$ cat config.mk
export PLATFORM = sky130hd
export DESIGN_NAME = keypad_digit_entry_editor
export DESIGN_NICKNAME = d
export VERILOG_FILES = /design/src/rtl/ked_pkg.sv /design/src/rtl/ked_alu.sv /design/src/rtl/ked_core.sv /design/src/rtl/keypad_digit_entry_editor.sv
export SDC_FILE = /design/constraint.sdc
export NUM_CORES = 1
export LEC_CHECK = 0
export BUFFER_PORTS_ARGS = -buffer_cell sky130_fd_sc_hd__buf_2
export CAP_MARGIN = 20
export CELL_PAD_IN_SITES_DETAIL_PLACEMENT = 0
export CELL_PAD_IN_SITES_GLOBAL_PLACEMENT = 1
export CORE_MARGIN = 2
export CORE_UTILIZATION = 48
export DETAILED_ROUTE_END_ITERATION = 10
export PLACE_DENSITY = 0.9
export SLEW_MARGIN = 15
export SYNTH_ARGS = -nofsm -noshare
export SYNTH_HDL_FRONTEND = slang
export SYNTH_HIERARCHICAL = 1
export SYNTH_SLANG_ARGS = --single-unit
export TNS_END_PERCENT = 5
$ cat constraint.sdc
create_clock -name clk -period 9 [get_ports clk]
set_input_delay 1.8 -clock clk [delete_from_list [all_inputs] [get_ports clk]]
set_output_delay 1.8 -clock clk [all_outputs]
set_load 0.01 [all_outputs]
$ cat src/rtl/ked_pkg.sv
// Package for the keypad digit entry editor.
// Holds key codes, status codes, register addresses, the ALU request type and
// the power-of-ten table. No dependencies.
`default_nettype none

package ked_pkg;

	localparam int unsigned MAX_DIGITS = 9;
	localparam int unsigned VAL_W      = 30;
	localparam int unsigned CUR_W      = 4;
	localparam int unsigned ALU_W      = VAL_W + 1;

	localparam logic [7:0] KEY_0    = 8'h30;
	localparam logic [7:0] KEY_9    = 8'h39;
	localparam logic [7:0] KEY_STAR = 8'h2A;
	localparam logic [7:0] KEY_HASH = 8'h23;

	localparam logic [2:0] ST_NONE         = 3'd0;
	localparam logic [2:0] ST_CANCEL       = 3'd1;
	localparam logic [2:0] ST_CONFIRM      = 3'd2;
	localparam logic [2:0] ST_HINT_CONFIRM = 3'd3;
	localparam logic [2:0] ST_HINT_CANCEL  = 3'd4;

	localparam logic [2:0] ADDR_DIGIT_COUNT = 3'd0;
	localparam logic [2:0] ADDR_START_VALUE = 3'd4;
	localparam int unsigned REG_SEL_BIT     = 2;

	localparam logic [CUR_W-1:0] DIGIT_COUNT_RESET = 4'd4;

	typedef struct packed {
		logic [ALU_W-1:0] a;
		logic [ALU_W-1:0] b;
		logic             sub;
	} alu_req_t;

	typedef struct packed {
		logic [ALU_W-1:0] res;
		logic             ge;   // a >= b, meaningful on subtract
	} alu_rsp_t;

	function automatic logic [VAL_W-1:0] pow10(input logic [CUR_W-1:0] p);
		logic [VAL_W-1:0] r;
		case (p)
			4'd0:    r = 30'd1;
			4'd1:    r = 30'd10;
			4'd2:    r = 30'd100;
			4'd3:    r = 30'd1000;
			4'd4:    r = 30'd10000;
			4'd5:    r = 30'd100000;
			4'd6:    r = 30'd1000000;
			4'd7:    r = 30'd10000000;
			4'd8:    r = 30'd100000000;
			4'd9:    r = 30'd1000000000;
			default: r = '0;
		endcase
		return r;
	endfunction

endpackage

`default_nettype wire

$ cat src/rtl/ked_alu.sv
// Shared add/subtract and compare unit of the editor.
// Depends on ked_pkg for the request and response types.
`default_nettype none

module ked_alu (
	input  ked_pkg::alu_req_t req,
	output ked_pkg::alu_rsp_t rsp
);

	logic [ked_pkg::ALU_W-1:0] b_op;
	logic [ked_pkg::ALU_W:0]   sum;

	assign b_op = req.sub ? ~req.b : req.b;
	assign sum  = {1'b0, req.a} + {1'b0, b_op} + {{ked_pkg::ALU_W{1'b0}}, req.sub};

	assign rsp.res = sum[ked_pkg::ALU_W-1:0];
	assign rsp.ge  = sum[ked_pkg::ALU_W];

endmodule

`default_nettype wire

$ cat src/rtl/ked_core.sv
// Sequencer, edit state and result register of the editor.
// Depends on ked_pkg and ked_alu (one shared add/subtract unit).
`default_nettype none

module ked_core (
	input  wire                              clk,
	input  wire                              arst_n,
	input  wire  [ked_pkg::CUR_W-1:0]        digits,
	input  wire                              load,
	input  wire  [ked_pkg::VAL_W-1:0]        load_value,
	input  wire                              key_valid,
	output logic                             key_ready,
	input  wire  [7:0]                       key_code,
	output logic                             res_valid,
	input  wire                              res_ready,
	output logic [2:0]                       status,
	output logic [ked_pkg::VAL_W-1:0]        edited_value,
	output logic [ked_pkg::CUR_W-1:0]        cursor_index
);

	typedef enum logic [2:0] {
		S_IDLE, S_DIV, S_HIGH, S_MODW, S_LOW, S_ADDK, S_DONE
	} state_t;

	state_t                      state_q;
	logic [ked_pkg::VAL_W-1:0]   v_q;
	logic [ked_pkg::CUR_W-1:0]   cur_q;
	logic [ked_pkg::VAL_W-1:0]   rem_q;
	logic [ked_pkg::VAL_W-1:0]   acc_q;
	logic [ked_pkg::VAL_W-1:0]   w_q;
	logic [ked_pkg::VAL_W-1:0]   div_q;
	logic [4:0]                  cnt_q;
	logic [3:0]                  k_q;
	logic [2:0]                  stat_q;

	ked_pkg::alu_req_t           req;
	ked_pkg::alu_rsp_t           rsp;

	logic                        accept;
	logic                        is_digit;
	logic [ked_pkg::CUR_W-1:0]   pos;
	logic [3:0]                  key_off;
	logic [2:0]                  final_status;
	logic                        out_free;

	ked_alu u_alu (
		.req (req),
		.rsp (rsp)
	);

	assign key_ready = (state_q == S_IDLE) && !load;
	assign accept    = key_valid && key_ready;
	assign is_digit  = (key_code >= ked_pkg::KEY_0) && (key_code <= ked_pkg::KEY_9);
	assign pos       = digits - cur_q - 4'd1;
	assign key_off   = 4'(key_code - ked_pkg::KEY_0);
	assign out_free  = !res_valid || res_ready;

	always_comb begin
		if (stat_q != ked_pkg::ST_NONE) begin
			final_status = stat_q;
		end else if (cur_q >= digits) begin
			final_status = ked_pkg::ST_HINT_CONFIRM;
		end else if (cur_q == '0) begin
			final_status = ked_pkg::ST_HINT_CANCEL;
		end else begin
			final_status = ked_pkg::ST_NONE;
		end
	end

	// operand selection for the shared unit
	always_comb begin
		req = '0;
		case (state_q)
			S_DIV: begin
				req.a   = {rem_q, v_q[cnt_q]};
				req.b   = {1'b0, div_q};
				req.sub = 1'b1;
			end
			S_HIGH: begin
				req.a   = {1'b0, v_q};
				req.b   = {1'b0, rem_q};
				req.sub = 1'b1;
			end
			S_MODW: begin
				req.a   = {1'b0, rem_q};
				req.b   = {1'b0, w_q};
				req.sub = 1'b1;
			end
			S_LOW: begin
				req.a   = {1'b0, acc_q};
				req.b   = {1'b0, rem_q};
				req.sub = 1'b0;
			end
			S_ADDK: begin
				req.a   = {1'b0, acc_q};
				req.b   = {1'b0, w_q};
				req.sub = 1'b0;
			end
			default: req = '0;
		endcase
	end

	always_ff @(posedge clk or negedge arst_n) begin
		if (!arst_n) begin
			state_q      <= S_IDLE;
			v_q          <= '0;
			cur_q        <= '0;
			stat_q       <= ked_pkg::ST_NONE;
			res_valid    <= 1'b0;
			status       <= ked_pkg::ST_NONE;
			edited_value <= '0;
			cursor_index <= '0;
		end else begin
			if ((state_q == S_DONE) && out_free) begin
				res_valid <= 1'b1;
			end else if (res_ready) begin
				res_valid <= 1'b0;
			end
			case (state_q)
				S_IDLE: begin
					if (load) begin
						v_q   <= load_value;
						cur_q <= '0;
					end else if (accept) begin
						if (is_digit) begin
							stat_q <= ked_pkg::ST_NONE;
							if (cur_q < digits) begin
								// value = v - (v mod 10w) + (v mod w) + k*w
								w_q     <= ked_pkg::pow10(pos);
								div_q   <= ked_pkg::pow10(pos + 4'd1);
								rem_q   <= '0;
								cnt_q   <= 5'(ked_pkg::VAL_W - 1);
								k_q     <= key_off;
								cur_q   <= cur_q + 4'd1;
								state_q <= S_DIV;
							end else begin
								state_q <= S_DONE;
							end
						end else begin
							state_q <= S_DONE;
							if (key_code == ked_pkg::KEY_STAR) begin
								if (cur_q == '0) begin
									stat_q <= ked_pkg::ST_CANCEL;
								end else begin
									stat_q <= ked_pkg::ST_NONE;
									cur_q  <= cur_q - 4'd1;
								end
							end else if (key_code == ked_pkg::KEY_HASH) begin
								if (cur_q >= digits) begin
									stat_q <= ked_pkg::ST_CONFIRM;
								end else begin
									stat_q <= ked_pkg::ST_NONE;
									cur_q  <= cur_q + 4'd1;
								end
							end else begin
								stat_q <= ked_pkg::ST_NONE;
							end
						end
					end
				end
				S_DIV: begin
					// restoring remainder step, one bit of v per cycle
					if (rsp.ge) begin
						rem_q <= rsp.res[ked_pkg::VAL_W-1:0];
					end else begin
						rem_q <= req.a[ked_pkg::VAL_W-1:0];
					end
					if (cnt_q == '0) begin
						state_q <= S_HIGH;
					end else begin
						cnt_q <= cnt_q - 5'd1;
					end
				end
				S_HIGH: begin
					acc_q   <= rsp.res[ked_pkg::VAL_W-1:0];
					state_q <= S_MODW;
				end
				S_MODW: begin
					if (rsp.ge) begin
						rem_q <= rsp.res[ked_pkg::VAL_W-1:0];
					end else begin
						state_q <= S_LOW;
					end
				end
				S_LOW: begin
					acc_q   <= rsp.res[ked_pkg::VAL_W-1:0];
					state_q <= S_ADDK;
				end
				S_ADDK: begin
					if (k_q == '0) begin
						v_q     <= acc_q;
						state_q <= S_DONE;
					end else begin
						acc_q <= rsp.res[ked_pkg::VAL_W-1:0];
						k_q   <= k_q - 4'd1;
					end
				end
				S_DONE: begin
					if (out_free) begin
						status       <= final_status;
						edited_value <= v_q;
						cursor_index <= cur_q;
						state_q      <= S_IDLE;
					end
				end
				default: state_q <= S_IDLE;
			endcase
		end
	end

endmodule

`default_nettype wire

$ cat src/rtl/keypad_digit_entry_editor.sv
// Top level of the keypad digit entry editor: register port, clamping of the
// configuration and the editing core. Depends on ked_pkg and ked_core.
//
// channel   direction  handshake                 payload
// key       in         key_valid / key_ready     key_code
// result    out        res_valid / res_ready     status, edited_value, cursor_index
// config    in         APB psel/penable/pwrite   paddr, pwdata, prdata
//
// A digit key runs the bit-serial remainder by 10^(p+1), then subtract steps for the
// remainder by 10^p and add steps of 10^p, all through the one shared adder. Other keys,
// and digit keys past the last digit, go straight to the result state.
// key_ready is low while a key is being worked and while its result waits for a
// free output register. Reset clears the cursor, loads value 0 and digit count 4.
`default_nettype none

module keypad_digit_entry_editor #(
	parameter int unsigned MAX_DIGITS = ked_pkg::MAX_DIGITS
) (
	input  wire                         clk,
	input  wire                         arst_n,
	input  wire                         psel,
	input  wire                         penable,
	input  wire                         pwrite,
	input  wire  [2:0]                  paddr,
	input  wire  [31:0]                 pwdata,
	output logic [31:0]                 prdata,
	output logic                        pready,
	input  wire                         key_valid,
	output logic                        key_ready,
	input  wire  [7:0]                  key_code,
	output logic                        res_valid,
	input  wire                         res_ready,
	output logic [2:0]                  status,
	output logic [ked_pkg::VAL_W-1:0]   edited_value,
	output logic [ked_pkg::CUR_W-1:0]   cursor_index
);

	localparam logic [ked_pkg::VAL_W-1:0] VALUE_TOP =
		ked_pkg::pow10(ked_pkg::CUR_W'(MAX_DIGITS)) - 30'd1;
	localparam logic [ked_pkg::CUR_W-1:0] DIGITS_TOP = ked_pkg::CUR_W'(MAX_DIGITS);

	logic [ked_pkg::CUR_W-1:0] dc_q;
	logic [ked_pkg::VAL_W-1:0] sv_q;
	logic                      wr;
	logic                      wr_sv;
	logic [ked_pkg::VAL_W-1:0] sv_in;
	logic [ked_pkg::VAL_W-1:0] sv_clamped;
	logic [ked_pkg::CUR_W-1:0] digits;

	assign pready = 1'b1;
	assign wr     = psel && penable && pwrite && pready;
	assign wr_sv  = wr && paddr[ked_pkg::REG_SEL_BIT];

	assign sv_in      = pwdata[ked_pkg::VAL_W-1:0];
	assign sv_clamped = (sv_in > VALUE_TOP) ? VALUE_TOP : sv_in;

	always_comb begin
		if (dc_q == '0) begin
			digits = 4'd1;
		end else if (dc_q > DIGITS_TOP) begin
			digits = DIGITS_TOP;
		end else begin
			digits = dc_q;
		end
	end

	always_comb begin
		case (paddr)
			ked_pkg::ADDR_DIGIT_COUNT: prdata = {28'd0, dc_q};
			ked_pkg::ADDR_START_VALUE: prdata = {2'd0, sv_q};
			default:                   prdata = '0;
		endcase
	end

	always_ff @(posedge clk or negedge arst_n) begin
		if (!arst_n) begin
			dc_q <= ked_pkg::DIGIT_COUNT_RESET;
			sv_q <= '0;
		end else if (wr) begin
			if (paddr[ked_pkg::REG_SEL_BIT]) begin
				sv_q <= sv_in;
			end else begin
				dc_q <= pwdata[ked_pkg::CUR_W-1:0];
			end
		end
	end

	ked_core u_core (
		.clk          (clk),
		.arst_n       (arst_n),
		.digits       (digits),
		.load         (wr_sv),
		.load_value   (sv_clamped),
		.key_valid    (key_valid),
		.key_ready    (key_ready),
		.key_code     (key_code),
		.res_valid    (res_valid),
		.res_ready    (res_ready),
		.status       (status),
		.edited_value (edited_value),
		.cursor_index (cursor_index)
	);

endmodule

`default_nettype wire
---- Word-level counts from Yosys, hierarchy flattened ----
Memory sizes are Yosys's and may differ from the RTL's. A register that Yosys moved wholly into a read port is not among the register bits.
Cells that the tools add are included.
operators by class
  add/subtract/negate cells ............... 10
  magnitude comparators ................... 7
  equality and inequality tests ........... 24
  multiplexer cells ....................... 59
  bitwise operators ....................... 3
  reductions and logical operators ........ 37
operator list
  kind                    number
  $pmux W63 S5            1
  $mux W30                10
  $pmux W30 S2            3
  $pmux W30 S3            1
  $mux W4                 15
  $mux W3                 13
  $add A31 B31 Y32        1
  $add A32 B1 Y32         1
  $mux W31                1
  $not A31 Y31            1
  $gt A30 B30 Y1 const B  1
  $mux W5                 5
  $pmux W3 S7             1
  $reduce_and A7 Y1       3
  $reduce_and A6 Y1       3
  $eq A8 B6 Y1 const B    2
  $sub A4 B1 Y4 const B   4
  $eq A3 B3 Y1 const B    4
  $logic_not A4 Y1        3
  $ne A2 B1 Y1 const B    6
  $ne A2 B2 Y1 const B    6
  $pmux W5 S2             1
  $reduce_bool A2 Y1      5
  $reduce_and A3 Y1       3
  27 further kinds        46
word-level totals
  bits in registers ....................... 181
  memory bits (read-only) ................. 960
  input port bits ......................... 50
  output and inout bits ................... 72
  word-level logic and storage cells ...... 156
  memories kept ........................... 2
memories
  name              depth  bits a word  read ports  clocked after memory_dff  wr ports  line           source
  (name not given)  16     30           1           1                         0         ked_pkg.sv:43  case (p)
  (name not given)  16     30           1           1                         0         ked_pkg.sv:43

---- Longest topological paths before layout ----
  depth after elaboration ................. 10
  mapped depth ............................ 23
  gate-level depth less buffers ........... 20

---- Modules after synthesis ----
Netlist, hierarchy kept.
by module, submodules not included
  module                     times used  cells each  area each (um2)  sequential area each (um2)
  ked_core                   1           926         9989.6           5380.2
  keypad_digit_entry_editor  1           216         2164.6           852.1
  ked_alu                    1           274         1963.1           0.0

---- Worst setup path before layout ----
Ideal clock, no wire load.
  kind .................................... register to register
  start ................................... register u_core.state_q[1]
  end ..................................... register u_core/rem_q[0] (netlist bit) (enable)
  library setup time ...................... 0.463 ns
  arrival ................................. 6.290 ns
  required time ........................... 8.537 ns
  setup slack ............................. 2.246 ns
  stages on the path, launching flop included .. 18
  buffers on the path ..................... 3
  clock period less this slack ............ 6.754 ns
  cells stage by stage .................... dfrtp_1 > nand2b_1 > nor2_1 > clkbuf_1 > clkbuf_1 > a21oi_1 > nor2_1 > xor2_1 > ha_1 > buf_4 > nand2_1 > a211oi_1 > nor2_1 > or3_1 > o41a_2 > o31ai_1 > nand2_1 > a211oi_1
RTL lines
  element                   line             source
  start: declaration        ked_core.sv:25   state_t state_q;
  start signal: assignment  ked_core.sv:105  state_q <= S_IDLE;
  start signal: assignment  ked_core.sv:135  state_q <= S_DIV;
  start signal: assignment  ked_core.sv:137  state_q <= S_DONE;
  end signal: assignment    ked_core.sv:164  rem_q <= rsp.res[ked_pkg::VAL_W-1:0];
  end signal: assignment    ked_core.sv:166  rem_q <= req.a[ked_pkg::VAL_W-1:0];
  end signal: assignment    ked_core.sv:180  rem_q <= rsp.res[ked_pkg::VAL_W-1:0];
  end: declaration          ked_core.sv:28   logic [ked_pkg::VAL_W-1:0] rem_q;

==> results.ini <==
[layout]
fillCellCount = 2516
area.sequential_um2 = 6230
diodes = 0
utilization = 0.551
final_area_um2 = 15900
multi_input_area_um2 = 7380
nets = 1596
drive_above_1_share = 0.167
area_growth_pct = 12.6

[worst_setup_path]
critPathKind = flop to flop
end_kind = flop
startpoint_type = flop
cpMaxStageDelayCell = o31ai_1
crit_fanout = 39
path_cells = inv_1, ha_1, and2_1, buf_4, a21oi_1, xor2_1, ha_1, nand2_1, a211oi_1, nor2_1, or3_1, o41a_2, o31ai_1, or3_1, o21ai_0
required_ns = 9.23
cp.arrival_ns = 7.10
critPathMaxStageDelay_ns = 0.97

[timing]
finalCriticalPeriod_ns = 6.87
worst_slack_ns = 2.13
period_share = 0.764
setup-tns-final_ns = 0
hold_violations = 0
drv_slew = 0
max_slew.worst_pin.slew_ns = 1.16
relSlewSlack = 0.220
skew_ns = 0.0125
max_freq_mhz = 145
grt_setup_unrepaired = false
hold_ws_ns = 0.481
setup_viol = 0

[global_route]
antenna_found_initial = 0
grt_pass1_wl_um = 57200
gr-usage-all-layers = 0.232
grt_max_degree = 61
grt_pass1_vias = 10400
grt-ovfl-total = 0

[clocking]
clockBufferDepth = 3
cts_tree = done
cts_setup_buffers = 0
clock_sinks = 226
clock_latency_ns = 0.52
path_clk_slew_ns = 0.06
cts_resized = 0
cts_hold_buf = 0
numCtsBuffers = 24
clockRootBuffer = clkbuf_16
htree_levels = 1

[route]
drtIter0Drc = 1021
drc_errors = 0
drtPass1Iterations = 7
routed_via_density = 5.84
route.antenna.remaining_nets = 0
vias = 11000
routed_wirelength_um = 36100
wl_per_cell_um = 19.1

[yosys]
ys_warn_count = 6
syn_area_um2 = 14100
syn_inst = 1410
syn_area_per_cell_um2 = 9.99

[placement]
io_buffer_count = 116
place_ws_ns = 2.21
hpwl_um = 27400
post_dp_cell_area_um2 = 15000
gp_congestion = 0.920

[power_and_ir_drop]
ir_drop_mv = 0.182
p_leak_nw = 6.83
p_per_area_nw_per_um2 = 431

[floorplanning]
dieArea_um2 = 30700
start_util = 0.489
die_height_um = 175
rows = 62
die_w_um = 175
ios = 122
core_area_um2 = 28800

[status]
outcome = complete, no violations

[min_path]
min_path_type = flop to flop

[run]
drv_cap = 0

## worst paths after layout
kind,from,end,slack [ns],cells after the start
max,u_core/state_q[1],u_core/rem_q[16],2.13,15
min in group asynchronous,arst_n,u_core/state_q[1],1.31,1
max in group asynchronous,arst_n,sv_q[18],6.48,2
min,sv_q[7],sv_q[7],0.48,1
max reg2reg,u_core/state_q[1],u_core/rem_q[16],2.13,15
min reg2reg,sv_q[7],sv_q[7],0.48,1
## cell usage in the layout, fill, tap and decap left out, types with 8 or more instances in the layout
cell type,instances
a2111oi_0,16
a21o_1,15
a21oi_1,124
a221oi_1,30
a22o_1,30
and2_1,36
and3_1,8
buf_2,115
buf_4,20
clkbuf_16,26
dfrtp_1,110
edfxtp_1,115
ha_1,57
inv_1,39
mux2_1,30
mux2_2,42
mux2i_1,65
nand2_1,125
nand2b_1,12
nand3_1,15
nand4_1,11
nor2_1,141
nor2b_1,10
nor3_1,25
o21ai_0,70
xnor2_1,18
xor2_1,42
## per-layer routing
metal  GRT usage  vias to the layer above  part of all wire
li1            -                     5316                 -
met1       0.340                     5308              0.46
met2       0.363                      373              0.45
met3      0.0368                       42             0.072
met4      0.0514                        0             0.018
met5           0                        -                 0
## registers in the layout, indices dropped and copies added, names as in the netlist
signal / flops
u_core/cur_q: 4
u_core/rem_q: 30
u_core/status: 3
dc_q: 4
u_core/cnt_q: 5
u_core/div_q: 23
u_core/edited_value: 30
sv_q: 30
u_core/v_q: 30
u_core/res_valid: 1
u_core/stat_q: 2
u_core/acc_q: 30
u_core/state_q: 3
u_core/cursor_index: 4
u_core/w_q: 23
u_core/k_q: 4
## layout make-up
cell class	instances	area share
clock buffers	34	0.0444
clock inverters	10	0.00805
inverters	40	0.00947
multi-input cells	1057	0.465
flip-flops and latches	226	0.393
well taps	384	0.0303
repair buffers	138	0.0493
## through the flow
step / power [mW] / instances
CTS: 6.78 / 1886
floorplan: 4.68 / 1411
finish: 6.84 / 1889
global placement: 5.65 / 1841
global route: 7.34 / 1889
detailed placement: 5.73 / 1842
## report_power, final
| part | switching [mW] | leakage [nW] | total, mW | internal [mW] |
|---|---|---|---|---|
| combinational | 2.42 | 4.08 | 3.89 | 1.46 |
| sequential | 0.305 | 2.34 | 1.92 | 1.61 |
| clock | 0.401 | 0.403 | 1.03 | 0.631 |
## critical path, delay by kind of cell (launching register included)
family	cells	cell delay, ns
buf+inv	2	0.80
compound gates	5	1.93
flops	1	0.85
fa+ha+maj	2	0.88
xor+xnor	1	0.16
simple gates	5	1.94
Note: power is estimated with default switching activity, not from simulation.
